## config.mk

```make
export PLATFORM = sky130hd
export DESIGN_NAME = averaged_level_led_pwm
export DESIGN_NICKNAME = d
export VERILOG_FILES = /design/src/sv/alpwm_pkg.sv /design/src/sv/alpwm_ring.sv /design/src/sv/averaged_level_led_pwm.sv
export SDC_FILE = /design/constraint.sdc
export NUM_CORES = 1
export LEC_CHECK = 0
export BUFFER_PORTS_ARGS = -buffer_cell sky130_fd_sc_hd__buf_2
export CORE_MARGIN = 5
export CORE_UTILIZATION = 55
export CTS_CLUSTER_SIZE = 20
export DETAILED_ROUTE_END_ITERATION = 10
export HOLD_SLACK_MARGIN = 0.05
export PLACE_DENSITY = 0.78
export SYNTH_ARGS = -nofsm -noshare
export SYNTH_HDL_FRONTEND = slang
export SYNTH_HIERARCHICAL = 1
export SYNTH_SLANG_ARGS = --single-unit
```

## constraint.sdc

```tcl
create_clock -name i_clk -period 5.9 [get_ports i_clk]
set_input_delay 0.295 -clock i_clk [delete_from_list [all_inputs] [get_ports i_clk]]
set_output_delay 0.295 -clock i_clk [all_outputs]
set_load 0.01 [all_outputs]
```

## src/sv/alpwm_pkg.sv

```systemverilog
// Shared constants and types for the averaged level LED PWM block.
// No dependencies; imported by every module of the block.
package alpwm_pkg;

    localparam int WINDOW_LEN_DEF = 16;
    localparam int PWM_STEPS_DEF  = 100;
    localparam int SAMPLE_W       = 12;
    localparam int SAMPLE_MAX     = 4095;
    localparam int MID_SCALE      = 2048;
    localparam int FULL_LEVEL     = 1000;
    localparam int TOTAL_OUT_W    = 16;
    localparam int DUTY_OUT_W     = 7;
    localparam logic ENABLE_RST   = 1'b1;

    typedef enum logic [1:0] {
        POL_IDLE     = 2'd0,
        POL_POSITIVE = 2'd1,
        POL_NEGATIVE = 2'd2
    } t_polarity;

endpackage

```

## src/sv/alpwm_ring.sv

```systemverilog
// Sample window memory with a registered read and per-entry valid bits.
// Entries never written since reset read as zero. Depends on alpwm_pkg.
module alpwm_ring
    import alpwm_pkg::*;
#(
    parameter int DEPTH  = WINDOW_LEN_DEF,
    parameter int DATA_W = SAMPLE_W,
    localparam int A_W   = $clog2(DEPTH)
) (
    input  logic              i_clk,
    input  logic              i_rst_n,
    input  logic              i_rd_en,
    input  logic [A_W-1:0]    i_rd_addr,
    output logic [DATA_W-1:0] o_rd_data,
    input  logic              i_wr_en,
    input  logic [A_W-1:0]    i_wr_addr,
    input  logic [DATA_W-1:0] i_wr_data
);

    logic [DATA_W-1:0] mem [DEPTH];
    logic [DEPTH-1:0]  r_valid;
    logic [DATA_W-1:0] r_rd_data;

    always_ff @(posedge i_clk) begin
        if (i_wr_en) begin
            mem[i_wr_addr] <= i_wr_data;
        end
        if (i_rd_en) begin
            r_rd_data <= r_valid[i_rd_addr] ? mem[i_rd_addr] : '0;
        end
    end

    always_ff @(posedge i_clk) begin
        if (!i_rst_n) begin
            r_valid <= '0;
        end else if (i_wr_en) begin
            r_valid[i_wr_addr] <= 1'b1;
        end
    end

    assign o_rd_data = r_rd_data;

endmodule

```

## src/sv/averaged_level_led_pwm.sv

```systemverilog
// Averaged level LED PWM: an eight-stage pipeline that accepts one sample beat per cycle
// while the output is not held, and returns one result beat for each accepted sample.
// The window memory read takes one stage, the running total update the next, and the duty
// division by 1000*WINDOW_LEN is a reciprocal multiply with one correction over four
// stages. The window is cleared at reset through per-entry valid bits, so samples are
// accepted from the first cycle after reset. Stalled stages hold; empty stages fill.
// Depends on alpwm_pkg and alpwm_ring.
module averaged_level_led_pwm
    import alpwm_pkg::*;
#(
    parameter int WINDOW_LEN = WINDOW_LEN_DEF,
    parameter int PWM_STEPS  = PWM_STEPS_DEF
) (
    input  logic        i_clk,
    input  logic        i_rst_n,
    input  logic        s_axis_tvalid,
    output logic        s_axis_tready,
    input  logic [15:0] s_axis_tdata,   // [11:0] sample
    output logic        m_axis_tvalid,
    input  logic        m_axis_tready,
    output logic [31:0] m_axis_tdata,   // [0] led_positive_on, [1] led_negative_on,
                                        // [3:2] polarity, [10:4] duty_compare,
                                        // [26:11] window_total, rest zero
    input  logic        i_cfg_valid,
    output logic        o_cfg_ready,
    input  logic        i_cfg_data
);

    localparam int A_W      = $clog2(WINDOW_LEN);
    localparam int TOT_W    = $clog2(SAMPLE_MAX * WINDOW_LEN + 1);
    localparam int CENTRE   = MID_SCALE * WINDOW_LEN;
    localparam int MAG_W    = $clog2(CENTRE + 1);
    localparam int P_W      = $clog2(PWM_STEPS + 1);
    localparam int CNT_W    = $clog2(PWM_STEPS);
    localparam int X_W      = MAG_W + P_W;
    localparam int DIV      = FULL_LEVEL * WINDOW_LEN;
    localparam int D_W      = $clog2(DIV + 1);
    localparam longint unsigned RECIP = (64'd1 << X_W) / DIV;
    localparam int M_W      = $clog2(RECIP + 1);
    localparam int PROD_W   = X_W + M_W;
    localparam int Q_W      = M_W;
    localparam int QD_W     = Q_W + D_W;
    localparam int DU_W     = (Q_W + 1 > P_W) ? Q_W + 1 : P_W;
    localparam int NSTG     = 8;

    logic              r_enable;
    logic [A_W-1:0]    r_slot;
    logic [TOT_W-1:0]  r_total;
    logic [CNT_W-1:0]  r_cnt;
    logic [NSTG:1]     r_vld;
    logic [NSTG:1]     free;
    logic              accept;
    logic              fire1;
    logic [SAMPLE_W-1:0] old_sample;
    logic [TOT_W-1:0]  n_total;
    logic [CNT_W-1:0]  n_cnt;

    logic [SAMPLE_W-1:0] r_s1;
    logic [A_W-1:0]      r_slot1;
    logic [TOT_W-1:0]    r_tot2, r_tot3, r_tot4, r_tot5, r_tot6, r_tot7;
    logic [CNT_W-1:0]    r_cnt2, r_cnt3, r_cnt4, r_cnt5, r_cnt6, r_cnt7;
    logic                r_pos3, r_pos4, r_pos5, r_pos6, r_pos7;
    logic [MAG_W-1:0]    r_mag3;
    logic [X_W-1:0]      r_x4, r_x5, r_x6;
    logic [PROD_W-1:0]   r_prod5;
    logic [Q_W-1:0]      r_q6;
    logic [QD_W-1:0]     r_qd6;
    logic [Q_W:0]        r_q7;
    logic [X_W-1:0]      rem;
    logic [DU_W-1:0]     duty_wide;
    logic [P_W-1:0]      duty;
    logic                lit;

    logic                r_o_led_pos;
    logic                r_o_led_neg;
    t_polarity           r_o_pol;
    logic [DUTY_OUT_W-1:0]  r_o_duty;
    logic [TOTAL_OUT_W-1:0] r_o_total;

    always_comb begin
        free[NSTG] = !r_vld[NSTG] || m_axis_tready;
        for (int k = NSTG - 1; k >= 1; k--) begin
            free[k] = !r_vld[k] || free[k + 1];
        end
    end

    assign s_axis_tready = free[1];
    assign accept        = s_axis_tvalid && free[1];
    assign fire1         = r_vld[1] && free[2];
    assign o_cfg_ready   = 1'b1;

    alpwm_ring #(
        .DEPTH  (WINDOW_LEN),
        .DATA_W (SAMPLE_W)
    ) u_ring (
        .i_clk     (i_clk),
        .i_rst_n   (i_rst_n),
        .i_rd_en   (accept),
        .i_rd_addr (r_slot),
        .o_rd_data (old_sample),
        .i_wr_en   (fire1),
        .i_wr_addr (r_slot1),
        .i_wr_data (r_s1)
    );

    assign n_total = r_total - TOT_W'(old_sample) + TOT_W'(r_s1);
    assign n_cnt   = (r_cnt == CNT_W'(PWM_STEPS - 1)) ? '0 : r_cnt + 1'b1;

    always_ff @(posedge i_clk) begin
        if (!i_rst_n) begin
            r_enable <= ENABLE_RST;
            r_slot   <= '0;
            r_total  <= '0;
            r_cnt    <= '0;
            r_vld    <= '0;
        end else begin
            if (i_cfg_valid) begin
                r_enable <= i_cfg_data;
            end
            if (accept) begin
                r_slot <= (r_slot == A_W'(WINDOW_LEN - 1)) ? '0 : r_slot + 1'b1;
            end
            if (fire1) begin
                r_total <= n_total;
                r_cnt   <= n_cnt;
            end
            if (free[1]) begin
                r_vld[1] <= s_axis_tvalid;
            end
            for (int k = 2; k <= NSTG; k++) begin
                if (free[k]) begin
                    r_vld[k] <= r_vld[k - 1];
                end
            end
        end
    end

    always_ff @(posedge i_clk) begin
        if (free[1]) begin
            r_s1    <= s_axis_tdata[SAMPLE_W-1:0];
            r_slot1 <= r_slot;
        end
        if (free[2]) begin
            r_tot2 <= n_total;
            r_cnt2 <= n_cnt;
        end
        if (free[3]) begin
            r_tot3 <= r_tot2;
            r_cnt3 <= r_cnt2;
            r_pos3 <= r_tot2 > TOT_W'(CENTRE);
            r_mag3 <= (r_tot2 > TOT_W'(CENTRE)) ? MAG_W'(r_tot2 - TOT_W'(CENTRE))
                                                 : MAG_W'(TOT_W'(CENTRE) - r_tot2);
        end
        if (free[4]) begin
            r_tot4 <= r_tot3;
            r_cnt4 <= r_cnt3;
            r_pos4 <= r_pos3;
            r_x4   <= X_W'(r_mag3) * X_W'(PWM_STEPS);
        end
        if (free[5]) begin
            r_tot5  <= r_tot4;
            r_cnt5  <= r_cnt4;
            r_pos5  <= r_pos4;
            r_x5    <= r_x4;
            r_prod5 <= PROD_W'(r_x4) * PROD_W'(RECIP);
        end
        if (free[6]) begin
            r_tot6 <= r_tot5;
            r_cnt6 <= r_cnt5;
            r_pos6 <= r_pos5;
            r_x6   <= r_x5;
            r_q6   <= r_prod5[PROD_W-1:X_W];
            r_qd6  <= QD_W'(r_prod5[PROD_W-1:X_W]) * QD_W'(DIV);
        end
        if (free[7]) begin
            r_tot7 <= r_tot6;
            r_cnt7 <= r_cnt6;
            r_pos7 <= r_pos6;
            r_q7   <= (rem >= X_W'(DIV)) ? (Q_W + 1)'(r_q6) + 1'b1 : (Q_W + 1)'(r_q6);
        end
    end

    assign rem       = r_x6 - X_W'(r_qd6);
    assign duty_wide = (DU_W'(r_q7) > DU_W'(PWM_STEPS)) ? DU_W'(PWM_STEPS) : DU_W'(r_q7);
    assign duty      = P_W'(duty_wide);
    assign lit       = P_W'(r_cnt7) < duty;

    always_ff @(posedge i_clk) begin
        if (free[NSTG]) begin
            r_o_total <= TOTAL_OUT_W'(r_tot7);
            if (r_enable) begin
                r_o_duty    <= DUTY_OUT_W'(duty);
                r_o_pol     <= r_pos7 ? POL_POSITIVE : POL_NEGATIVE;
                r_o_led_pos <= r_pos7 && lit;
                r_o_led_neg <= !r_pos7 && lit;
            end else begin
                r_o_duty    <= '0;
                r_o_pol     <= POL_IDLE;
                r_o_led_pos <= 1'b0;
                r_o_led_neg <= 1'b0;
            end
        end
    end

    assign m_axis_tvalid = r_vld[NSTG];
    assign m_axis_tdata  = {5'd0, r_o_total, r_o_duty, r_o_pol, r_o_led_neg, r_o_led_pos};

endmodule

```

# After elaboration in Yosys (flattened, before gate mapping)
# Memory sizes are Yosys's and may differ from the RTL's. A register that Yosys moved wholly into a read port is not among the register bits.
# Index checks and enable logic that the tools add are counted.
# word_totals
reg_bits	383
mem_count	1
ramBits	192
# mem_list
memory	depth	width	rd	rd_ports_with_merged_regs	wr	line	rtl
u_ring.mem	16	12	1	1	1	alpwm_ring.sv:20	logic [DATA_W-1:0] mem [DEPTH];
# op_classes
mul	3
bitwise	1
magnitude_cmp	7
n_eq_ne	2
add_sub_neg	8
muxes	12
n_reduce_logical	23
# ops
op	n
multiplier 21 x 8 -> 29 bit (second input constant)	1
greater-or-equal comparator 23 x 14 -> 1 bit (second input constant)	1
subtractor 23 bit	1
multiplier 16 x 5 -> 21 bit (second input constant)	1
adder 16 x 12 -> 16 bit	1
> comparator 16 bit (second input constant)	1
multiplier 10 x 7 -> 16 bit (second input constant)	1
2-to-1 mux 16 bit	1
bitwise OR 16 bit	1
subtractor 16 x 12 -> 16 bit	1
subtractor 16 bit (first input constant)	1
subtractor 16 bit (second input constant)	1
2-to-1 mux 7 bit	2
adder 10 x 1 -> 11 bit (second input constant)	1
> comparator 11 x 7 -> 1 bit (second input constant)	1
logical NOT 1 bit	10
< comparator 4 x 5 -> 1 bit (second input constant)	2
2-to-1 mux 10 bit	1
logical OR 1 bit	8
adder 7 x 1 -> 7 bit (second input constant)	1
== test 7 bit (second input constant)	1
< comparator 7 bit	1
logical AND 1 bit	5
adder 4 x 1 -> 4 bit (second input constant)	1
7 further kinds	10

# Depth between registers and ports, before layout
# depth
word_depth	11
mapped_depth	15
mapped_depth_nobuf	15

# Modules after synthesis
# Netlist, hierarchy kept.
# by_module_without_submodules
mod	area_each_um2	cells_each	n_inst	seq_area_each_um2
averaged_level_led_pwm	18042.3	1452	1	9669.3
alpwm_ring	8270.4	373	1	6446.2

# Worst setup path after synthesis
# No wires, ideal clock.
# synth_path
path_kind	reg2reg
start	register r_prod5[23]
end	register r_qd6[22], data pin
arrival_ns	4.012
setup_time_ns	0.268
stages_incl_launch_ff	15
slack_ns	1.621
required_ns	5.632
synth_period_minus_slack_ns	4.279
path_cell_list	edfxtp_1 -> fa_1 -> fa_1 -> inv_1 -> fa_1 -> fa_1 -> inv_1 -> ha_1 -> a21oi_1 -> o21bai_1 -> a21o_1 -> a21oi_1 -> o21ai_0 -> o41ai_1 -> xnor2_1
# synth_via
elab_chain_cells	1
# synth_lines
element	line	rtl
start: declaration	averaged_level_led_pwm.sv:65	logic [PROD_W-1:0] r_prod5;
start signal: assignment	averaged_level_led_pwm.sv:165	r_prod5 <= PROD_W'(r_x4) * PROD_W'(RECIP);
multiplier 10 x 7 -> 16 bit	averaged_level_led_pwm.sv:173	r_qd6 <= QD_W'(r_prod5[PROD_W-1:X_W]) * QD_W'(DIV);
end signal: assignment	averaged_level_led_pwm.sv:173	
end: declaration	averaged_level_led_pwm.sv:67	logic [QD_W-1:0] r_qd6;
# Every way passes these cells.
# A chain may end at the register's enable or synchronous reset.

# Worst setup path in the final report
# Same ends and word-level chain as after synthesis.

==> qor.yml <==
logic_synthesis:
  ys_seq_elements: 554
  synthArstFlopShare_pct: 0
  synthTopCellsByArea: "edfxtp_1 (57%), ha_1 (9.0%), fa_1 (5.2%), mux4_2 (4.2%), dfxtp_1 (4.0%)"
  synth_common_cells: "edfxtp_1 (502), inv_1 (263), ha_1 (190), nand2_1 (87), a21oi_1 (85)"
  ys_seq_area_share_pct: 61.25
  ys_types: 77
  synth_flop_cell: "edfxtp_1"
  synthCells: 1825
  synth-edff-count: 502
  syn_area_sq_um: 26310
  avgSynthCellArea_sq_um: 14.42
  post-synth-top-count-cell: "edfxtp_1"
  ys_warn_count: 6
  synth_top_area_share_pct: 57.29
  synth_top_area_cell: "edfxtp_1"
route:
  wl_met1_um: 18850
  met3WireLength_um: 2584
  drc: 0
  wl_met2_um: 23900
  first_pass_iters: 5
  top_layer_used: "met4"
  drt_iter0_markers: 1066
  vias_per_cell: 5.593
  wl_um: 46590
  drtAntennaViolNets: 0
  vias: 14440
  wl_per_cell_um: 18.04
clock_tree:
  clockBufferDepth: 3
  cts_setup_buffers: 0
  htree_levels: 2
  clk_latency_ps: 600
  clock_sinks: 554
  cts.repair.resized: 0
  cts.clk_slew.worst_paths_ps: 60
  cts_tree: "done"
  cts_buffers: 54
  cts-root-buf: "clkbuf_16"
critical_path:
  worst_setup_path_end_kind: "flip-flop"
  path_class: "reg2reg"
  worstPathRequired_ps: 6230
  critPathSlowestCell: "fa_1"
  crit_path_frequent_cell: "fa_1"
  critPathBufInv: 2
  crit_fanout: 5
  reg2reg_slack_ps: 1300
  path_delay_family: "adder cells"
  arrival_ps: 4930
  max_stage_delay_ps: 570
  worstPathCellList: "fa_1 > fa_1 > inv_1 > fa_1 > fa_1 > inv_1 > ha_1 > a21oi_1 > o21bai_1 > a21o_1 > a21oi_1 > o21ai_0 > o41ai_1 > xnor2_1"
  start_kind: "flip-flop"
job:
  max_cap_viol_count: 0
final_layout:
  largest_reg_flops: 192
  top_register: "u_ring/mem"
  syn2layout_area_growth_pct: 10.91
  largestRegisters: "u_ring/mem (192), r_x4 (20)"
  n_antenna_cell: 0
  fin_nets: 2205
  drive_above_1_share_pct: 11.18
placed_design:
  dp_hpwl_um: 31630
  port_buffers: 46
  place_congestion: 0.8443
sta:
  finalSetupTns_ps: 0
  drv_slew: 0
  fin_crit_sh_pct: 77.98
  relSlewSlack_pct: 9.366
  fmax_mhz: 217.3
  setup_viol: 0
  fin_crit_ps: 4601
  worstMarginPinSlew_ps: 1355
  rsz0062_at_grt: "false"
  hold_violations: 0
  skew_ps: 29.15
global_route:
  grt_pass1_wl_um: 75810
  grt_pass1_vias: 14640
  groute.usage.overall_pct: 17.83
  grt_overflow: 0
  grt_max_degree: 65
  antenna_found_initial: 0
floorplanning:
  die_height_um: 228.7
  ios: 57
  start_util_pct: 55.34
  core-area_sq_um: 47550
  core.rowCount: 80
  die_w_um: 228.7
  die_area_sq_um: 52320
hold_path:
  hp-class: "in2reg"
outcome:
  status: "completed"
cells by family (layout without fill, tap and decap cells):
kind of cell    count (synthesis)  after routing  share of synthesized area [%]
flops                         554            554                          61.25
mux                            59             59                          4.760
buf+inv                       305            443                          4.693
compound gates                256            256                          6.567
simple gates                  308            308                          5.735
xor+xnor                       83             83                          2.763
fa+ha+maj                     258            258                          14.21
other cells                     2              6                        0.02854
cell type report:
class / count / area (sq um)
inverters: 264 / 991.0
clock inverters: 28 / 300.3
well taps: 615 / 769.5
repair buffers: 81 / 533.0
clock buffers: 70 / 1461
fillers: 3370 / 18360
flip-flops and latches: 554 / 16120
multi-input cells: 970 / 9007
cells in the final DEF (no fill, tap or decap), types with 6 or more instances in the layout:
master / count
buf_2: 46
nor3_1: 22
dfxtp_1: 50
o21bai_1: 10
nand3b_1: 8
clkinv_2: 7
nor2b_1: 14
inv_1: 262
edfxtp_1: 502
xnor2_1: 63
nand2_1: 85
conb_1: 6
a21o_1: 20
a21oi_1: 85
nand3_1: 27
o21ai_0: 21
a31oi_1: 6
fa_1: 68
clkbuf_16: 54
nand2b_1: 10
ha_1: 190
a22oi_1: 25
or3_1: 6
mux4_2: 49
xor2_1: 20
dlygate4sd3_1: 16
a211oi_1: 12
and3_1: 17
clkbuf_1: 11
o21a_1: 23
buf_4: 19
clkinv_1: 9
nor2_1: 78
mux2i_1: 7
nand4_1: 6
stage by stage:
step	instance area, sq um	setup WS (ps)	utilization (%)	instances	hold slack, ps
after floorplan	26330	1621	-	1829	356.9
after global placement	27260	1334	57.34	2468	400.2
after detailed placement	27260	1290	57.34	2468	404.5
after CTS	29180	1265	61.38	2582	135.0
after global routing	29180	1091	61.38	2582	179.0
final	29180	1299	61.38	2582	192.3
worst reg2reg max path, stage by stage (launching register included):
cell and delay (ps):
edfxtp_1 510, fa_1 570, fa_1 520, inv_1 60, fa_1 480, fa_1 510
inv_1 40, ha_1 330, a21oi_1 240, o21bai_1 90, a21o_1 200, a21oi_1 180
o21ai_0 140, o41ai_1 330, xnor2_1 130
per-layer routing:
layer | GRT usage [%] | vias up
li1 | - | 6818
met2 | 31.51 | 420
met5 | 0 | -
met1 | 22.49 | 7114
met4 | 5.653 | 0
met3 | 3.230 | 90
repair_timing:
| action | CTS | global route |
|---|---|---|
| endpoints found under the setup margin | 0 | 0 |
| hold buffers | 16 | 0 |
| hold endpoints to repair | 15 | 0 |
final timing paths:
kind	start	to	depth (start not counted)
worst max-delay path	r_prod5[23]$_DFFE_PP_	r_qd6[22]$_DFFE_PP_	14
worst min-delay path	i_rst_n	r_enable$_SDFFE_PN1P_	2
worst max register to register	r_prod5[23]$_DFFE_PP_	r_qd6[22]$_DFFE_PP_	14
worst min register to register	r_tot5[15]$_DFFE_PP_	r_tot6[15]$_DFFE_PP_	0
Power is left out: the tool's default activity adds up to more than one toggle a clock period on the data nets, which glitch-free logic cannot reach.
